==> src/design/cpas_pkg.sv <==
// package for the cascaded angle/speed pid block
// holds payload types, opcode and register index codes, and loop limits
// no dependencies
package cpas_pkg;

   // opcodes
   localparam logic [1:0] OP_ANGLE      = 2'd0;
   localparam logic [1:0] OP_SPEED      = 2'd1;
   localparam logic [1:0] OP_LOAD_SPEED = 2'd2;

   // configuration register indexes
   localparam int CSR_ADDR_W = 3;
   localparam logic [CSR_ADDR_W-1:0] CSR_ANGLE_P_GAIN      = 3'd0;
   localparam logic [CSR_ADDR_W-1:0] CSR_ANGLE_I_GAIN      = 3'd1;
   localparam logic [CSR_ADDR_W-1:0] CSR_ANGLE_D_GAIN      = 3'd2;
   localparam logic [CSR_ADDR_W-1:0] CSR_SPEED_P_GAIN      = 3'd3;
   localparam logic [CSR_ADDR_W-1:0] CSR_SPEED_I_GAIN      = 3'd4;
   localparam logic [CSR_ADDR_W-1:0] CSR_SPEED_D_GAIN      = 3'd5;
   localparam logic [CSR_ADDR_W-1:0] CSR_DRIVE_UPPER_LIMIT = 3'd6;
   localparam logic [CSR_ADDR_W-1:0] CSR_DRIVE_LOWER_LIMIT = 3'd7;

   // integral and speed target limits
   localparam logic signed [31:0] ANGLE_INT_HIGH = 32'sd1048576;
   localparam logic signed [31:0] ANGLE_INT_LOW  = -32'sd1048576;
   localparam logic signed [31:0] SPEED_INT_HIGH = 32'sd1048576;
   localparam logic signed [31:0] SPEED_INT_LOW  = -32'sd1048576;
   localparam logic signed [15:0] SPEED_SET_HIGH = 16'sd32767;
   localparam logic signed [15:0] SPEED_SET_LOW  = -16'sd32768;

   localparam logic signed [15:0] DRIVE_UPPER_RESET = 16'sd32767;
   localparam logic signed [15:0] DRIVE_LOWER_RESET = -16'sd32768;

   typedef struct packed {
      logic [1:0]         opcode;
      logic signed [15:0] angle_setpoint;
      logic signed [15:0] measured_angle;
      logic signed [15:0] measured_speed;
      logic signed [15:0] external_speed_setpoint;
   } req_payload_type;

   typedef struct packed {
      logic               loop_ran;
      logic signed [15:0] speed_setpoint_now;
      logic signed [15:0] drive_value;
   } rsp_payload_type;

   typedef struct packed {
      logic [CSR_ADDR_W-1:0] addr;
      logic signed [15:0]    wdata;
   } csr_payload_type;

   // operands of one pid pass
   typedef struct packed {
      logic signed [15:0] target;
      logic signed [15:0] measured;
      logic signed [15:0] p_gain;
      logic signed [15:0] i_gain;
      logic signed [15:0] d_gain;
      logic signed [16:0] prev_error;
      logic signed [31:0] integral;
      logic signed [31:0] int_high;
      logic signed [31:0] int_low;
   } pid_in_type;

   // results of one pid pass
   typedef struct packed {
      logic signed [16:0] error;
      logic signed [31:0] integral;
      logic signed [15:0] sum;
   } pid_out_type;

endpackage

==> src/design/cpas_channels.sv <==
// valid/ready channel interfaces for the cascaded angle/speed pid block
// depends on cpas_pkg for the payload types
interface cpas_req_if;
   import cpas_pkg::*;
   logic            valid;
   logic            ready;
   req_payload_type payload;
   modport source (output valid, output payload, input ready);
   modport sink   (input valid, input payload, output ready);
endinterface

interface cpas_rsp_if;
   import cpas_pkg::*;
   logic            valid;
   logic            ready;
   rsp_payload_type payload;
   modport source (output valid, output payload, input ready);
   modport sink   (input valid, input payload, output ready);
endinterface

interface cpas_csr_if;
   import cpas_pkg::*;
   logic            valid;
   logic            ready;
   csr_payload_type payload;
   modport source (output valid, output payload, input ready);
   modport sink   (input valid, input payload, output ready);
endinterface

==> src/design/cpas_pid_core.sv <==
// one positional pid pass: error, clamped integral, three q8.8 products,
// floor shift by 8 and 16-bit saturation; depends on cpas_pkg
module cpas_pid_core (
   input  cpas_pkg::pid_in_type  pid_in,
   output cpas_pkg::pid_out_type pid_out
);
   import cpas_pkg::*;

   logic signed [16:0] err;
   logic signed [17:0] diff;
   logic signed [32:0] acc_raw;
   logic signed [32:0] acc;
   logic signed [32:0] prod_p;
   logic signed [47:0] prod_i;
   logic signed [33:0] prod_d;
   logic signed [41:0] sum;

   always_comb begin
      err     = 17'(pid_in.target) - 17'(pid_in.measured);
      diff    = 18'(err) - 18'(pid_in.prev_error);
      acc_raw = 33'(pid_in.integral) + 33'(err);
      acc     = acc_raw;
      // upper test first, then lower
      if (acc >= 33'(pid_in.int_high)) begin
         acc = 33'(pid_in.int_high);
      end
      if (acc <= 33'(pid_in.int_low)) begin
         acc = 33'(pid_in.int_low);
      end

      prod_p = 33'(pid_in.p_gain) * 33'(err);
      prod_i = 48'(pid_in.i_gain) * 48'(acc);
      prod_d = 34'(pid_in.d_gain) * 34'(diff);

      // dropping the low 8 bits rounds toward minus infinity
      sum = 42'($signed(prod_p[32:8])) + 42'($signed(prod_i[47:8]))
          + 42'($signed(prod_d[33:8]));

      pid_out.error    = err;
      pid_out.integral = acc[31:0];
      if (sum > 42'sd32767) begin
         pid_out.sum = 16'sd32767;
      end else if (sum < -42'sd32768) begin
         pid_out.sum = -16'sd32768;
      end else begin
         pid_out.sum = sum[15:0];
      end
   end

endmodule

==> src/design/cascaded_pid_angle_speed.sv <==
// top level of the cascaded angle/speed pid block
// depends on cpas_pkg, cpas_channels (interfaces) and cpas_pid_core
//
//   channel    direction  carries
//   req_chan   in         opcode, angle/speed readings, external speed target
//   rsp_chan   out        loop_ran, speed_setpoint_now, drive_value
//   csr_chan   in         register index and write data, always ready
//
// a transaction is registered on accept, then computed and registered again in
// the output register; one per cycle sustained while rsp_chan is ready.
// the pid pass updates the loop state in the same cycle, so the next request
// sees it without forwarding. reset clears loop state and restores defaults.
// a stalled result holds in the output register; the input register still
// takes one more request, after which req_chan.ready drops.
module cascaded_pid_angle_speed (
   input  logic              clock,
   input  logic              reset,
   cpas_req_if.sink          req_chan,
   cpas_rsp_if.source        rsp_chan,
   cpas_csr_if.sink          csr_chan
);
   import cpas_pkg::*;

   function automatic logic signed [15:0] clamp16(input logic signed [15:0] v,
                                                  input logic signed [15:0] hi,
                                                  input logic signed [15:0] lo);
      logic signed [15:0] r;
      r = v;
      if (r >= hi) r = hi;
      if (r <= lo) r = lo;
      return r;
   endfunction

   // configuration registers
   logic signed [15:0] angle_p_gain_ff, angle_i_gain_ff, angle_d_gain_ff;
   logic signed [15:0] speed_p_gain_ff, speed_i_gain_ff, speed_d_gain_ff;
   logic signed [15:0] drive_upper_ff, drive_lower_ff;

   // loop state
   logic signed [16:0] angle_prev_ff, angle_prev_in;
   logic signed [31:0] angle_int_ff, angle_int_in;
   logic signed [16:0] speed_prev_ff, speed_prev_in;
   logic signed [31:0] speed_int_ff, speed_int_in;
   logic signed [15:0] speed_set_ff, speed_set_in;
   logic signed [15:0] drive_ff, drive_in;

   // pipeline registers
   logic            s1_valid_ff;
   req_payload_type s1_data_ff;
   logic            out_valid_ff;
   rsp_payload_type out_data_ff, out_data_in;

   logic               advance;
   logic               is_speed;
   logic               do_load;
   logic signed [15:0] speed_ref;
   pid_in_type         pid_in;
   pid_out_type        pid_out;

   assign advance        = s1_valid_ff && (!out_valid_ff || rsp_chan.ready);
   assign req_chan.ready = !s1_valid_ff || advance;
   assign csr_chan.ready = 1'b1;
   assign rsp_chan.valid   = out_valid_ff;
   assign rsp_chan.payload = out_data_ff;

   // opcode decode; the unused top code also loads the target
   always_comb begin
      unique case (s1_data_ff.opcode)
         OP_ANGLE: begin
            is_speed = 1'b0;
            do_load  = 1'b0;
         end
         OP_SPEED: begin
            is_speed = 1'b1;
            do_load  = 1'b0;
         end
         default: begin
            is_speed = 1'b1;
            do_load  = 1'b1;
         end
      endcase
   end

   assign speed_ref = do_load ? s1_data_ff.external_speed_setpoint : speed_set_ff;

   always_comb begin
      if (is_speed) begin
         pid_in.target     = speed_ref;
         pid_in.measured   = s1_data_ff.measured_speed;
         pid_in.p_gain     = speed_p_gain_ff;
         pid_in.i_gain     = speed_i_gain_ff;
         pid_in.d_gain     = speed_d_gain_ff;
         pid_in.prev_error = speed_prev_ff;
         pid_in.integral   = speed_int_ff;
         pid_in.int_high   = SPEED_INT_HIGH;
         pid_in.int_low    = SPEED_INT_LOW;
      end else begin
         pid_in.target     = s1_data_ff.angle_setpoint;
         pid_in.measured   = s1_data_ff.measured_angle;
         pid_in.p_gain     = angle_p_gain_ff;
         pid_in.i_gain     = angle_i_gain_ff;
         pid_in.d_gain     = angle_d_gain_ff;
         pid_in.prev_error = angle_prev_ff;
         pid_in.integral   = angle_int_ff;
         pid_in.int_high   = ANGLE_INT_HIGH;
         pid_in.int_low    = ANGLE_INT_LOW;
      end
   end

   cpas_pid_core u_core (
      .pid_in  (pid_in),
      .pid_out (pid_out)
   );

   always_comb begin
      angle_prev_in = angle_prev_ff;
      angle_int_in  = angle_int_ff;
      speed_prev_in = speed_prev_ff;
      speed_int_in  = speed_int_ff;
      speed_set_in  = speed_set_ff;
      drive_in      = drive_ff;
      if (advance) begin
         if (is_speed) begin
            speed_set_in  = speed_ref;
            speed_prev_in = pid_out.error;
            speed_int_in  = pid_out.integral;
            drive_in      = clamp16(pid_out.sum, drive_upper_ff, drive_lower_ff);
         end else begin
            angle_prev_in = pid_out.error;
            angle_int_in  = pid_out.integral;
            speed_set_in  = clamp16(pid_out.sum, SPEED_SET_HIGH, SPEED_SET_LOW);
         end
      end
      out_data_in.loop_ran           = is_speed;
      out_data_in.speed_setpoint_now = speed_set_in;
      out_data_in.drive_value        = drive_in;
   end

   always_ff @(posedge clock) begin
      if (reset) begin
         s1_valid_ff   <= 1'b0;
         out_valid_ff  <= 1'b0;
         angle_prev_ff <= '0;
         angle_int_ff  <= '0;
         speed_prev_ff <= '0;
         speed_int_ff  <= '0;
         speed_set_ff  <= '0;
         drive_ff      <= '0;
      end else begin
         if (req_chan.ready) begin
            s1_valid_ff <= req_chan.valid;
         end
         if (advance) begin
            out_valid_ff <= 1'b1;
         end else if (rsp_chan.ready) begin
            out_valid_ff <= 1'b0;
         end
         angle_prev_ff <= angle_prev_in;
         angle_int_ff  <= angle_int_in;
         speed_prev_ff <= speed_prev_in;
         speed_int_ff  <= speed_int_in;
         speed_set_ff  <= speed_set_in;
         drive_ff      <= drive_in;
      end
   end

   // payload registers
   always_ff @(posedge clock) begin
      if (req_chan.valid && req_chan.ready) begin
         s1_data_ff <= req_chan.payload;
      end
      if (advance) begin
         out_data_ff <= out_data_in;
      end
   end

   always_ff @(posedge clock) begin
      if (reset) begin
         angle_p_gain_ff <= '0;
         angle_i_gain_ff <= '0;
         angle_d_gain_ff <= '0;
         speed_p_gain_ff <= '0;
         speed_i_gain_ff <= '0;
         speed_d_gain_ff <= '0;
         drive_upper_ff  <= DRIVE_UPPER_RESET;
         drive_lower_ff  <= DRIVE_LOWER_RESET;
      end else if (csr_chan.valid && csr_chan.ready) begin
         unique case (csr_chan.payload.addr)
            CSR_ANGLE_P_GAIN:      angle_p_gain_ff <= csr_chan.payload.wdata;
            CSR_ANGLE_I_GAIN:      angle_i_gain_ff <= csr_chan.payload.wdata;
            CSR_ANGLE_D_GAIN:      angle_d_gain_ff <= csr_chan.payload.wdata;
            CSR_SPEED_P_GAIN:      speed_p_gain_ff <= csr_chan.payload.wdata;
            CSR_SPEED_I_GAIN:      speed_i_gain_ff <= csr_chan.payload.wdata;
            CSR_SPEED_D_GAIN:      speed_d_gain_ff <= csr_chan.payload.wdata;
            CSR_DRIVE_UPPER_LIMIT: drive_upper_ff  <= csr_chan.payload.wdata;
            CSR_DRIVE_LOWER_LIMIT: drive_lower_ff  <= csr_chan.payload.wdata;
            default: ;
         endcase
      end
   end

endmodule

==> src/flat_wrapper.sv <==
// flat-port wrapper written by rule: the top's interface ports become plain ports
module cascaded_pid_angle_speed_flat import cpas_pkg::*;
  (clock, reset, req_chan_valid, req_chan_payload, req_chan_ready, rsp_chan_valid, rsp_chan_payload, rsp_chan_ready, csr_chan_valid, csr_chan_payload, csr_chan_ready);
  cpas_req_if req_chan_i ();
  cpas_rsp_if rsp_chan_i ();
  cpas_csr_if csr_chan_i ();
  input  logic clock;
  input  logic reset;
  input wire logic [$bits(req_chan_i.valid)-1:0] req_chan_valid;
  input wire logic [$bits(req_chan_i.payload)-1:0] req_chan_payload;
  output wire logic [$bits(req_chan_i.ready)-1:0] req_chan_ready;
  output wire logic [$bits(rsp_chan_i.valid)-1:0] rsp_chan_valid;
  output wire logic [$bits(rsp_chan_i.payload)-1:0] rsp_chan_payload;
  input wire logic [$bits(rsp_chan_i.ready)-1:0] rsp_chan_ready;
  input wire logic [$bits(csr_chan_i.valid)-1:0] csr_chan_valid;
  input wire logic [$bits(csr_chan_i.payload)-1:0] csr_chan_payload;
  output wire logic [$bits(csr_chan_i.ready)-1:0] csr_chan_ready;
  assign req_chan_i.valid = req_chan_valid;
  assign req_chan_i.payload = req_chan_payload;
  assign req_chan_ready = req_chan_i.ready;
  assign rsp_chan_valid = rsp_chan_i.valid;
  assign rsp_chan_payload = rsp_chan_i.payload;
  assign rsp_chan_i.ready = rsp_chan_ready;
  assign csr_chan_i.valid = csr_chan_valid;
  assign csr_chan_i.payload = csr_chan_payload;
  assign csr_chan_ready = csr_chan_i.ready;
  cascaded_pid_angle_speed u_core (.clock(clock), .reset(reset), .req_chan(req_chan_i), .rsp_chan(rsp_chan_i), .csr_chan(csr_chan_i));
endmodule
==> config.mk <==
export PLATFORM = sky130hd
export DESIGN_NAME = cascaded_pid_angle_speed_flat
export DESIGN_NICKNAME = d
export VERILOG_FILES = /design/src/design/cpas_pkg.sv /design/src/design/cpas_channels.sv /design/src/design/cpas_pid_core.sv /design/src/design/cascaded_pid_angle_speed.sv /design/src/flat_wrapper.sv
export SDC_FILE = /design/constraint.sdc
export NUM_CORES = 2
export LEC_CHECK = 0
export BUFFER_PORTS_ARGS = -buffer_cell sky130_fd_sc_hd__buf_2
export CORE_AREA = 2 2 388 390
export CTS_BUF_LIST = sky130_fd_sc_hd__clkbuf_2
export CTS_CLUSTER_SIZE = 16
export DETAILED_ROUTE_END_ITERATION = 10
export DIE_AREA = 0 0 390 392
export GPL_TIMING_DRIVEN = 0
export SYNTH_ARGS = -nofsm -noshare
export SYNTH_HDL_FRONTEND = slang
export SYNTH_SLANG_ARGS = --single-unit
==> constraint.sdc <==
create_clock -name clock -period 23 [get_ports clock]
set_input_delay 2.3 -clock clock [delete_from_list [all_inputs] [get_ports clock]]
set_output_delay 2.3 -clock clock [all_outputs]
set_load 0.01 [all_outputs]
==> impl_results.md <==
- Status: finished, final reports clean
- Post-synth top area share: 37.18%
- Share of cells above drive strength 1: 11.76%
- Via density per instance: 5.312
- Total of max-cap violations: 0
- Total CTS buffers: 92
- Final Hold Viols: 0
- Crit. End Element: register
- Pwr Density: 70.41 nW/um^2
- Synth area leaders: fa_1 (37%), dfxtp_1 (8.8%), ha_1 (8.5%), nand2_1 (8.2%), inv_1 (8.0%)
- LEAKAGE: 29.48 nW
- CTS tree: yes
- Final #Nets: 8824
- VDD IR-drop max: 0.09760 mV
- Final global-route overflow total: 0
- Post-DP HPWL: 161400 um
- DIE AREA: 152900 um^2
- Most frequent CP cell: a21o_1
- Measured slew at the worst slew-check pin: 1.376 ns
- Startpoint types: register
- HP Start: u_core.speed_int_ff[18]
- RD Place Congestion: 0.9872
- Max Fclk: 0.04461 GHz
- CTS H-Tree Depth: 3
- #FFs+latches synth: 359
- Syn Area/Cell: 8.612 um^2
- Finished Core Util: 44.83%
- Antenna-violating nets left: 0
- Worst R2R Start: u_core.s1_data_ff[64]
- First-pass GRT wire length: 301300 um
- Mapped Area: 59280 um^2
- FF/Latch Area: 8178 um^2
- Slew HR: 5.645%
- Synth cell types: 103
- RSZ-0062 raised after global routing: yes
- Die X: 390 um
- Largest net degree at the start of global routing: 67
- DR iter-0 viols: 4551
- Starting Density: 39.81%
- PortBufs: 105
- Routed wire length: 199200 um
- Final period utilization: 97.47%
- First-pass DRT Iterations: 6
- DR vias: 49161
- Area grow syn2layout: 12.60%
- Setup Crit Path Kind: reg -> reg
- Gr usage total: 26.13%
- Yosys warning total: 0
- Vias in the first global route: 49685
- Final Skew: 0.07913 ns
- Slowest-stage cell, CP: fa_1
- Syn_nets: 8476
- Synth Instances: 6883
- Crit-path max FO: 8
- # IOs: 126
- Clock sinks: 359
- Post-synth EDFFs: 99
- Latest clock arrival within the worst-skew pair: 1.16 ns
- Routed WL per cell: 21.53 um
- Sequential area share after synthesis: 13.80%
- Core Area: 148900 um^2
- Critical Path AT: 23.28 ns
- CTS clk-pin slew, worst paths: 0.10 ns
- Post-route setup TNS: 0 ns
- Rows: 142
- Footprint of the multi-input gates: 46870 um^2
- Crit. Startpoint: u_core.s1_data_ff[64]
- Synth Flop Type: dfxtp_1
- Clk buf depth: 3
- Final min period: 22.42 ns
- # hold bufs at CTS: 0
- Synth area leader: fa_1
- Ys async rst share: 0%
- Max-slew violation count: 0
- Fillers: 14672
- HP Class: reg -> reg
- Worst path required time: 23.87 ns
- Endpoints failing setup: 0
- Max incr delay on CP: 0.57 ns
- CTS Root Cell: clkbuf_2
- Die height: 392 um
- Initial antenna violation count: 12
- Post-route DRC violation count: 0
## timing repair
action	in CTS	in global routing
cloned	1	4
buffers inserted	57	114
pin swaps	58	148
endpoints found under the setup margin	64	32
resized for setup	284	259
hold endpoints to repair	0	0
## logic make-up (layout without fill, tap and decap cells)
family,count (synthesis),count (layout),share of synthesized area (%)
flip-flops,359,359,13.80
adder cells (fa/ha/maj),1503,1503,45.67
AO/OA/AOI/OAI,860,860,9.403
multiplexers,95,95,1.621
other,1,8,0.006326
XOR/XNOR,203,203,2.999
buffers and inverters,1576,1996,10.14
AND/OR/NAND/NOR,2286,2287,16.37
## sequential cells by signal (all words and copies together), names as in the netlist
name                     cells
u_core.rsp_chan.payload     33
u_core.speed_p_gain_ff      16
u_core.s1_data_ff           66
u_core.drive_ff             16
u_core.speed_int_ff         32
u_core.angle_p_gain_ff      16
u_core.angle_int_ff         32
u_core.speed_prev_ff        17
u_core.drive_upper_ff       16
u_core.drive_lower_ff       16
u_core.s1_valid_ff           1
u_core.angle_prev_ff        17
u_core.rsp_chan.valid        1
u_core.speed_i_gain_ff      16
u_core.speed_set_ff         16
u_core.angle_d_gain_ff      16
u_core.speed_d_gain_ff      16
u_core.angle_i_gain_ff      16
## synth_stat cells (28+ instances only)
| library cell | instances |
|---|---|
| a21o_1 | 80 |
| a21oi_1 | 351 |
| and2_1 | 55 |
| clkbuf_1 | 231 |
| dfxtp_1 | 260 |
| edfxtp_1 | 99 |
| fa_1 | 1101 |
| ha_1 | 402 |
| inv_1 | 1269 |
| mux2i_1 | 91 |
| nand2_1 | 1296 |
| nand2b_1 | 58 |
| nand3_1 | 37 |
| nor2_1 | 537 |
| nor2b_1 | 96 |
| nor3_1 | 51 |
| o211ai_1 | 28 |
| o21a_1 | 47 |
| o21ai_0 | 110 |
| o21bai_1 | 28 |
| or2_2 | 39 |
| xnor2_1 | 143 |
| xor2_1 | 60 |
## final cells by class
| cell class | count | share of cell area [%] |
|---|---|---|
| clock buffers | 147 | 1.102 |
| flip-flops and latches | 359 | 12.25 |
| multi-input cells | 4949 | 70.22 |
| repair buffers | 284 | 3.020 |
| plain buffers | 269 | 2.272 |
| inverters | 1276 | 7.241 |
| well taps | 1944 | 3.644 |
| clock inverters | 20 | 0.2193 |
| diodes | 7 | 0.02624 |
## cell usage in the layout, fill, tap and decap left out, types with 28 or more instances in the layout
| master | count |
|---|---|
| a21o_1 | 78 |
| a21oi_1 | 314 |
| and2_1 | 39 |
| buf_2 | 110 |
| buf_4 | 167 |
| clkbuf_1 | 183 |
| clkbuf_2 | 162 |
| dfxtp_1 | 260 |
| edfxtp_1 | 99 |
| fa_1 | 1096 |
| ha_1 | 372 |
| inv_1 | 1250 |
| mux2i_1 | 86 |
| nand2_1 | 1280 |
| nand2b_1 | 53 |
| nand3_1 | 33 |
| nor2_1 | 519 |
| nor2b_1 | 86 |
| nor3_1 | 49 |
| o211ai_1 | 28 |
| o21a_1 | 45 |
| o21ai_0 | 84 |
| o21ai_1 | 32 |
| or2_2 | 38 |
| xnor2_1 | 123 |
| xor2_1 | 49 |
## layer usage
metal  track usage, %  wire [um]  part of all wire [%]
met3            4.680      18310                   9.2
met5                0         20                 0.010
met1            35.67      81770                    41
met4            10.91       9887                   5.0
met2            40.87      89250                    45
## power by group
part           internal [W]  switching (W)
Combinational       0.00127        0.00223
Clock              0.000191       0.000294
Sequential         0.000694      0.0000179
## critical path, delay by kind of cell, from the launching register on
| kind | cells | cell delay (ns) |
|---|---|---|
| mux | 1 | 0.24 |
| flops | 1 | 0.39 |
| buf+inv | 19 | 2.41 |
| simple gates | 34 | 5.55 |
| xor+xnor | 3 | 0.75 |
| fa+ha+maj | 13 | 4.74 |
| compound gates | 49 | 7.98 |
## path summary, 6_finish.rpt
check                                                   to  slack (ns)  cells after the start
worst max-delay path            u_core.rsp_chan.payload[4]        0.58                    119
worst min-delay path               u_core.speed_int_ff[18]        0.46                      2
worst max register to register  u_core.rsp_chan.payload[4]        0.58                    119
worst min register to register     u_core.speed_int_ff[18]        0.46                      2
## per-stage QoR
stage          setup WS, ns  instances  area [um^2]  hold slack, ns  total power [W]
2_1_floorplan        0.3638       6883        59280          0.4310         0.002655
3_3_place_gp         -8.308       8932        62240          0.4394         0.003563
3_5_place_dp         -7.909       8937        62350          0.4446         0.003615
4_1_cts           0.0006501       9144        64800          0.4577         0.004330
5_1_grt             -0.2373       9251        66740          0.4767         0.005026
6_report             0.5817       9255        66750          0.4572         0.004699
(Power assumes the default switching activity.)
